$ cat src/rtl/core/pte_pkg.sv
// Shared types and constants of the palette expander.
package pte_pkg;

  localparam int unsigned PALETTE_ENTRIES = 256;

  localparam logic OP_LOAD    = 1'b0;
  localparam logic OP_CONVERT = 1'b1;

  localparam logic [7:0]  KEY_ENTRY  = 8'd255;
  localparam logic [23:0] GLASS_KEY  = 24'hFFFFFF;
  localparam logic [23:0] COLOR_KEY  = 24'h0000FF;
  localparam logic [7:0]  FULL_ALPHA = 8'hFF;
  localparam logic [7:0]  ZERO_BYTE  = 8'h00;

  localparam int unsigned QUEUE_DEPTH = 4;
  localparam int unsigned QPTR_W      = 2;
  localparam int unsigned QCNT_W      = 3;

  localparam int unsigned REG_SEL_BIT    = 2;
  localparam logic        REG_DECAL_NAME = 1'b0;
  localparam logic        REG_FILL_ERROR = 1'b1;

  typedef struct packed {
    logic decal_name;
    logic fill_error;
  } cfg_t;

  typedef struct packed {
    logic        is_load;
    logic        in_range;
    logic [7:0]  index;
    logic [23:0] rgb;
  } req_t;

  typedef struct packed {
    logic [7:0] red;
    logic [7:0] green;
    logic [7:0] blue;
    logic [7:0] alpha;
    logic       alpha_used;
  } res_t;

endpackage

$ cat src/rtl/core/pte_regs.sv
// Configuration register file behind the APB-style port.
module pte_regs (
  input  logic              clk,
  input  logic              rst,
  input  logic              psel,
  input  logic              penable,
  input  logic              pwrite,
  input  logic [2:0]        paddr,
  input  logic [31:0]       pwdata,
  output logic [31:0]       prdata,
  output logic              pready,
  output pte_pkg::cfg_t     cfg
);

  logic decal_name;
  logic fill_error;
  logic wr_en;
  logic sel;

  assign pready = 1'b1;
  assign wr_en  = psel && penable && pwrite;
  assign sel    = paddr[pte_pkg::REG_SEL_BIT];

  always_ff @(posedge clk) begin
    if (rst) begin
      decal_name <= 1'b0;
      fill_error <= 1'b0;
    end else if (wr_en) begin
      case (sel)
        pte_pkg::REG_DECAL_NAME: decal_name <= pwdata[0];
        pte_pkg::REG_FILL_ERROR: fill_error <= pwdata[0];
        default: ;
      endcase
    end
  end

  always_comb begin
    case (sel)
      pte_pkg::REG_DECAL_NAME: prdata = {31'b0, decal_name};
      pte_pkg::REG_FILL_ERROR: prdata = {31'b0, fill_error};
      default:                 prdata = '0;
    endcase
  end

  assign cfg.decal_name = decal_name;
  assign cfg.fill_error = fill_error;

endmodule

$ cat config.mk
export PLATFORM = sky130hd
export DESIGN_NAME = pte_regs
export DESIGN_NICKNAME = d
export VERILOG_FILES = /design/src/rtl/core/pte_pkg.sv /design/src/rtl/core/pte_regs.sv
export SDC_FILE = /design/constraint.sdc
export NUM_CORES = 1
export LEC_CHECK = 0
export BUFFER_PORTS_ARGS = -buffer_cell sky130_fd_sc_hd__buf_2
export CAP_MARGIN = 0
export CORE_MARGIN = 5
export CORE_UTILIZATION = 24
export DETAILED_ROUTE_END_ITERATION = 10
export PLACE_DENSITY = 0.79
export SYNTH_ARGS = -nofsm -noshare
export SYNTH_HDL_FRONTEND = slang
export SYNTH_SLANG_ARGS = --single-unit
$ cat constraint.sdc
create_clock -name clk -period 0.8 [get_ports clk]
set_input_delay 0.04 -clock clk [delete_from_list [all_inputs] [get_ports clk]]
set_output_delay 0.04 -clock clk [all_outputs]
set_load 0.1 [all_outputs]
==> results of run 1 <==
[through the flow]
step | cells | utilization (%) | hold slack, ns | instance area, sq um | setup TNS [ns]
finish | 73 | 26.5 | 0.0962 | 390 | -0.335
global route | 73 | 26.5 | 0.0969 | 390 | -0.428
CTS | 72 | 25.6 | 0.0969 | 377 | -0.412
detailed placement | 69 | 24.1 | 0.336 | 354 | 0
global placement | 69 | 24.1 | 0.331 | 354 | 0
floorplan | 76 | - | 0.215 | 484 | 0
[kinds of logic (layout without fill, tap and decap cells)]
| logic type | Yosys count | in the layout | share of synthesized area (%) |
|---|---|---|---|
| buffers and inverters | 34 | 15 | 69.4 |
| AND/OR/NAND/NOR | 5 | 5 | 9.19 |
| multiplexers | 3 | 3 | 8.50 |
| other | 2 | 32 | 2.04 |
| flip-flops | 2 | 2 | 10.9 |
[registers in the layout (all words and copies together) (netlist names)]
name / cells
decal_name: 1
fill_error: 1
[how the worst max path moves through the flow]
stage / from / to / slack, ns
6_report: decal_name / prdata[0] / -0.22
5_1_grt: decal_name / prdata[0] / -0.25
4_1_cts: decal_name / prdata[0] / -0.23
3_5_place_dp: decal_name / prdata[0] / 0.01
3_3_place_gp: decal_name / prdata[0] / 0.03
2_1_floorplan: decal_name / prdata[0] / 0.06
[Yosys cell counts]
library cell  instances  share of area, %
dfxtp_1               2                11
mux2_2                1               3.1
nand2b_1              3               5.1
nand4b_1              1               2.4
conb_1                2               2.0
mux2i_1               2               5.4
buf_4                34                69
nand4_1               1               1.7
[timing repair]
| action | CTS | global route |
|---|---|---|
| setup endpoints to repair | 3 | 3 |
| cloned | 0 | 0 |
| gates resized for setup | 0 | 3 |
| buffers inserted | 0 | 1 |
[power by group]
group / switching, mW / total, mW / leakage, nW / internal, mW
registers: 0.00138 / 0.105 / 0.0172 / 0.103
logic: 0.695 / 0.731 / 0.202 / 0.0365
clock network: 0.0548 / 0.220 / 0.0138 / 0.165
total: 0.751 / 1.06 / 0.233 / 0.305
[worst min-delay path: cells and delay by family]
family,cells,cell delay [ns]
and+or+nand+nor,1,0.09
buffers and inverters,1,0.09
muxes,1,0.06
[cell type report]
type	instances	area, sq um	share of cell area, %
Multi-Input combinational cell	40	189	48.4
Tap cell	16	20.0	5.13
Clock buffer	3	22.5	5.77
Sequential cell	2	42.5	10.9
Timing Repair Buffer	12	116	29.8
[routing by layer]
| layer | share of wire, % | vias to the layer above | wire (microns) | global-route usage (%) |
|---|---|---|---|---|
| met4 | 0 | 0 | 0 | 6.28 |
| met1 | 18 | 91 | 107 | 1.81 |
| li1 | - | 99 | - | - |
| met3 | 14 | 0 | 88 | 1.83 |
| met5 | 0 | - | 0 | 0 |
| met2 | 68 | 15 | 415 | 9.23 |
[cells in the final DEF (no fill, tap or decap)]
master / synthesis / layout
nand2b_1: 3 / 3
nand4b_1: 1 / 1
nand4_1: 1 / 1
buf_4: 34 / 2
mux2i_1: 2 / 2
buf_2: 0 / 6
dfxtp_2: 0 / 2
mux2_4: 0 / 1
clkbuf_4: 0 / 3
conb_1: 2 / 32
buf_6: 0 / 1
buf_12: 0 / 3
==> reports/qor.csv, run 1 <==
metric,value,unit
nets,99,
cap_violations,0,
grt_pass1_vias,193,
final.period_utilization,127,%
hold_violations,0,
path_depth,2,
ys_types,8,
setup_viol,3,
layout_min_cycle_time,1.02,ns
clock_path_buffers,2,
core,1470,sq um
vias,205,
antenna_cells,0,
crit_buf_inv,1,
io_pins,75,
drv_slew,0,
violations,negative setup slack,
routedWlPerCell,8.37,microns
timing.rr.start,fill_error,
cp_top_family,flip-flops,
avgSynthCellArea,8.00,sq um
seq_area_frac_synth,10.9,%
status,finished with violations,
start_util,25.0,%
fp.dieArea,2420,sq um
grt_max_degree,4,
slowest_delay,0.31,ns
rsz0062_at_grt,yes,
r2r_end,fill_error,
yosysWarnings,0,
cp.arrival,0.98,ns
startpoint_type,flip-flop,
area_delta_synth_final,6.12,%
numCtsBuffers,3,
reg2reg_setup_slack,0.03,ns
routabilityCongestion,0.699,
p_leak,0.233,nW
holdPathEnd,fill_error,
setup_slack,-0.220,ns
path_max_fanout,2,
worst_path_max_delay_cell,dfxtp_2,
antenna_found_initial,0,
avgViaCountPerCell,2.81,
path_clk_slew,0.03,ns
drt_pre_antenna_iters,2,
worstHoldStart,rst,
r2r_cells,4,
wl,611,microns
die_h,49.2,microns
synth_area,368,sq um
htree_num_levels,1,
cts.sinks,2,
end_kind,primary output,
overflow,0,
fin_worst_skew,0,ns
worstPathRequired,0.76,ns
clock-root-buffer,clkbuf_4,
dp_hpwl,546,microns
p_total,1.06,mW
min_path_type,input pin to flip-flop,
syn_inst,46,
portBuffers,9,
dieWidth,49.2,microns
min_path_cells,3,
grt_pass1_wl,800,microns
ant_nets,0,
cts_tree,built,
drc,0,
fmax,980,MHz
drtIter0Drc,1,
pre_cts_ws,0.0103,ns
crit_chain,mux2_4 > buf_12,
path_class,flip-flop to primary output,
drive_gt1_share,31.6,%
p_per_area,2710,nW/um^2
grtUsageTotal,4.54,%
final.fill_count,170,
ir_worst_vdd,0.000776,V
cts_hold_buf,0,
clock_latency,0.22,ns
ys_ff_latch,2,
rows,14,
No activity file was read; power rests on OpenSTA's default activity.
==> run 2: changes to the inputs <==
--- a/config.mk
+++ b/config.mk
@@ -8,9 +8,10 @@
 export BUFFER_PORTS_ARGS = -buffer_cell sky130_fd_sc_hd__buf_2
 export CAP_MARGIN = 0
 export CORE_MARGIN = 5
-export CORE_UTILIZATION = 24
+export CORE_UTILIZATION = 21
 export DETAILED_ROUTE_END_ITERATION = 10
-export PLACE_DENSITY = 0.79
+export MAX_ROUTING_LAYER = met4
+export PLACE_DENSITY = 0.73
 export SYNTH_ARGS = -nofsm -noshare
 export SYNTH_HDL_FRONTEND = slang
 export SYNTH_SLANG_ARGS = --single-unit
==> constraint.sdc (replaced) <==
create_clock -name clk -period 0.85 [get_ports clk]
set_input_delay 0.0425 -clock clk [delete_from_list [all_inputs] [get_ports clk]]
set_output_delay 0.0425 -clock clk [all_outputs]
set_load 0.1 [all_outputs]
==> run 2 against run 1 <==
- the run still ends with negative setup slack left
- final cell count rose by 4.1%
- critical endpoint unchanged
- clock power fell by 7%
- global-route usage fell by 0.51 points
==> reports/qor.csv, run 2 (synthesis results as in run 1) <==
metric,value,unit
wl,564,microns
avgViaCountPerCell,2.92,
io_pins,75,
rsz0062_at_grt,yes,
tns,-0.335,ns
layout_min_cycle_time,1.02,ns
multi_input_area,189,sq um
core,1690,sq um
cap_violations,0,
layout_commonest_cell,conb_1,
routedWlPerCell,7.42,microns
setup_slack,-0.166,ns
fp.dieArea,2690,sq um
path_class,flip-flop to primary output,
routabilityCongestion,0.735,
setup_viol,3,
antenna_cells,0,
ant_nets,0,
grtUsageTotal,4.03,%
r2r_cells,5,
end_kind,primary output,
drive_gt1_share,33.9,%
p_seq_share,9.9,%
reg2reg_setup_slack,-0.06,ns
p_per_area,2420,nW/um^2
grt_max_degree,4,
final_cell_mix,"conb_1 (32), buf_2 (6)",
rows,15,
clock_latency,0.22,ns
final.fill_count,188,
drt_pre_antenna_iters,2,
status,finished with violations,
dp_hpwl,512,microns
die_h,51.9,microns
path_max_fanout,2,
dieWidth,51.9,microns
critPathCapture,prdata[0],
cts_tree,built,
clkPwrFrac,20.5,%
fmax,984,MHz
drv_slew,0,
cp.arrival,0.97,ns
startpoint_type,flip-flop,
path_clk_slew,0.03,ns
swShare,70.9,%
ff_latch_area,42.5,sq um
p_int,0.290,mW
timing.rr.start,decal_name,
hold_violations,0,
ir_worst_vdd,0.000778,V
clock-root-buffer,clkbuf_4,
clock_path_buffers,2,
worstPathRequired,0.81,ns
area_delta_synth_final,11.6,%
power.switching,0.704,mW
grt_pass1_wl,683,microns
fin_worst_skew,0,ns
grt_pass1_vias,169,
numCtsBuffers,3,
vias,222,
cts.sinks,2,
r2r_end,decal_name,
nets,101,
startpoint,decal_name,
violations,negative setup slack,
final.period_utilization,120,%
htree_num_levels,1,
drc,0,
cts_hold_buf,0,
pre_cts_ws,0.0600,ns
p_leak,0.245,nW
power_frac_comb,69.6,%
min_path_type,input pin to flip-flop,
antenna_found_initial,0,
overflow,0,
drtIter0Drc,1,
start_util,21.8,%
portBuffers,9,
reg_top3,"decal_name x1, fill_error x1",
## run 2: cell count changes in the layout (fill, tap and decap cells not counted), sizes merged
cell | previous run | this run
buf | 12 | 14
## run 2: power groups by stage
stage,combinational (mW),clock (mW),sequential [mW]
2_1_floorplan,0.764,0,0.0991
3_3_place_gp,0.680,0,0.0988
3_5_place_dp,0.681,0,0.0990
4_1_cts,0.682,0.219,0.0983
5_1_grt,0.702,0.237,0.0984
6_report,0.691,0.204,0.0983
## run 2: per-layer routing
metal	wire length, microns	vias to the layer above	global-route usage (%)	share of wire, %
li1	-	105	-	-
met1	161	95	2.41	29
met2	316	22	6.49	56
met3	86	0	1.72	15
met4	0	0	6.55	0
met5	0	-	-	0
## run 2: layout make-up
class	count	area share, %
Clock buffer	3	5.49
Timing Repair Buffer	14	32.9
Multi-Input combinational cell	40	46.0
Tap cell	17	5.18
Sequential cell	2	10.4
## run 2: worst max-delay path: stages, from the launching register on
cell and delay, ns:
dfxtp_2 0.31, mux2_4 0.28, buf_12 0.17
## run 2: how the worst min path moves through the flow
stage               from         end  slack, ns  cells past startpoint
4_1_cts              rst  fill_error       0.10                      3
3_5_place_dp         rst  fill_error       0.35                      3
5_1_grt        pwdata[0]  fill_error       0.12                      3
2_1_floorplan  pwdata[0]  fill_error       0.22                      2
3_3_place_gp         rst  fill_error       0.34                      3
6_report       pwdata[0]  fill_error       0.11                      3
## run 2: per-stage QoR
step                hold slack (ns)  total power, mW  instance area (sq um)  util, %  cells
floorplan                     0.218            0.863                    484        -     76
global placement              0.335            0.779                    355     21.0     70
detailed placement            0.347            0.780                    355     21.0     70
CTS                           0.104            0.999                    384     22.7     73
global route                  0.118             1.04                    410     24.3     76
finish                        0.109            0.994                    410     24.3     76
## run 2: timing repair
item	in CTS	in global routing
setup endpoints to repair	3	3
setup buffers	1	3
gates resized for setup	3	1
hold endpoints to repair	0	0
==> run 3: changes to the inputs <==
--- a/config.mk
+++ b/config.mk
@@ -7,11 +7,14 @@
 export LEC_CHECK = 0
 export BUFFER_PORTS_ARGS = -buffer_cell sky130_fd_sc_hd__buf_2
 export CAP_MARGIN = 0
+export CELL_PAD_IN_SITES_DETAIL_PLACEMENT = 0
+export CELL_PAD_IN_SITES_GLOBAL_PLACEMENT = 1
 export CORE_MARGIN = 5
-export CORE_UTILIZATION = 21
+export CORE_UTILIZATION = 11
 export DETAILED_ROUTE_END_ITERATION = 10
 export MAX_ROUTING_LAYER = met4
-export PLACE_DENSITY = 0.73
+export PLACE_DENSITY_LB_ADDON = 0.1
+export SKIP_CTS_REPAIR_TIMING = 1
 export SYNTH_ARGS = -nofsm -noshare
 export SYNTH_HDL_FRONTEND = slang
 export SYNTH_SLANG_ARGS = --single-unit
==> run 3 against run 2 <==
- the run still ends with negative setup slack left
- maximum frequency barely moved
- total power decreased by 0.23%
- die area up 71%
- critical path type unchanged
- clock power about the same
- worst hold slack got worse by 0.0040 ns
- critical path depth did not move
- first-iteration DRC count rose by 100%
- sequential share of layout area fell by 0.43 points
- critical endpoint unchanged
- largest cell class unchanged
- design area grew 1.2%
- global-route usage decreased by 1.9 points
- combinational power is 0.7% lower
- via count down 7.7%
- largest power group unchanged
==> reports/qor.csv, run 3 (synthesis results as in run 1) <==
metric,value,unit
status,finished with violations,
violations,negative setup slack,
final_cell_mix,"conb_1 (32), buf_2 (6), nand2b_1 (3), clkbuf_4 (3), buf_12 (3)",
htree_num_levels,1,
antenna_cells,0,
r2r_cells,3,
hold_ws,0.105,ns
cts_tree,built,
p_seq_share,9.9,%
p_per_area,2390,nW/um^2
cp_top_family,flip-flops,
dieWidth,67.8,microns
antenna_found_initial,0,
crit_chain,mux2_4 > buf_12,
setup_viol,3,
timing.rr.start,decal_name,
die_h,67.8,microns
clock_latency,0.22,ns
drc,0,
drtIter0Drc,2,
startpoint_type,flip-flop,
nets,98,
wl,639,microns
cap_violations,0,
holdPathEnd,fill_error,
path_depth,2,
end_kind,primary output,
min_path_type,input pin to flip-flop,
slowest_delay,0.30,ns
grtUsageTotal,2.10,%
io_pins,75,
dp_hpwl,594,microns
setup_slack,-0.166,ns
layout_min_cycle_time,1.02,ns
p_leak,0.226,nW
start_util,11.2,%
ff_latch_area,41.3,sq um
path_clk_slew,0.03,ns
avgViaCountPerCell,2.01,
routedWlPerCell,6.26,microns
final.fill_count,395,
p_total,0.991,mW
numCtsBuffers,3,
path_class,flip-flop to primary output,
multi_input_area,189,sq um
clock_path_buffers,2,
swShare,71.2,%
area_delta_synth_final,12.9,%
drt_pre_antenna_iters,2,
routabilityCongestion,0.518,
placed_cell_area,392,sq um
crit_buf_inv,1,
portBuffers,9,
worstHoldStart,rst,
drive_gt1_share,28.6,%
grt_max_degree,4,
reg2reg_setup_slack,0.17,ns
fin_worst_skew,0,ns
ir_worst_vdd,0.000339,V
rows,21,
postLayoutCellArea,415,sq um
clkPwrFrac,20.9,%
power_frac_comb,69.2,%
min_path_cells,3,
tns,-0.212,ns
power.switching,0.706,mW
cts.sinks,2,
cp.arrival,0.97,ns
path_max_fanout,2,
r2r_end,decal_name,
clock-root-buffer,clkbuf_4,
p_int,0.285,mW
worst_path_max_delay_cell,dfxtp_1,
overflow,0,
vias,205,
final.period_utilization,120,%
ant_nets,0,
drv_slew,0,
hold_violations,0,
worstPathRequired,0.81,ns
rsz0062_at_grt,yes,
grt_pass1_wl,552,microns
reg_top3,"decal_name x1, fill_error x1",
fp.dieArea,4600,sq um
grt_pass1_vias,132,
fmax,984,MHz
layout_commonest_cell,conb_1,
startpoint,decal_name,
core,3280,sq um
-- run 3: changes by cell type in the layout (fill, tap and decap cells not counted), sizes merged --
cell  before  now
buf       14   11
-- run 3: worst max path at each step --
| stage | to | slack, ns |
|---|---|---|
| floorplan | prdata[0] | 0.11 |
| global placement | prdata[0] | 0.06 |
| detailed placement | prdata[0] | 0.06 |
| CTS | prdata[0] | -0.18 |
| global route | prdata[0] | -0.19 |
| finish | prdata[0] | -0.17 |
-- run 3: metrics by stage --
stage | util (%) | setup WS [ns] | instances
CTS | 12.6 | -0.178 | 102
detailed placement | 11.9 | 0.0649 | 99
finish | 12.6 | -0.166 | 102
floorplan | - | 0.107 | 76
global route | 12.6 | -0.187 | 102
global placement | 11.9 | 0.0609 | 99
-- run 3: power groups by stage --
stage                     clock network (mW)  registers, mW  logic, mW
after CTS                              0.224         0.0977      0.683
after global routing                   0.224         0.0981      0.700
final                                  0.207         0.0979      0.686
after detailed placement                   0         0.0989      0.683
after floorplan                            0         0.0991      0.764
after global placement                     0         0.0990      0.683
-- run 3: routing by layer --
metal,wire length [microns],global-route usage (%),up-vias
li1,-,-,97
met1,259,2.64,83
met2,215,0.972,25
met3,165,2.13,0
met4,0,2.98,0
met5,0,-,-
-- run 3: final cells by class --
cell class	count	area share [%]
Sequential cell	2	9.94
Timing Repair Buffer	11	25.3
Tap cell	46	13.9
Clock buffer	3	5.42
Multi-Input combinational cell	40	45.5
-- run 3: tightest hold or removal path, cell delays in order --
cell	delay, ns
buf_2	0.09
nand2b_1	0.09
mux2i_1	0.06
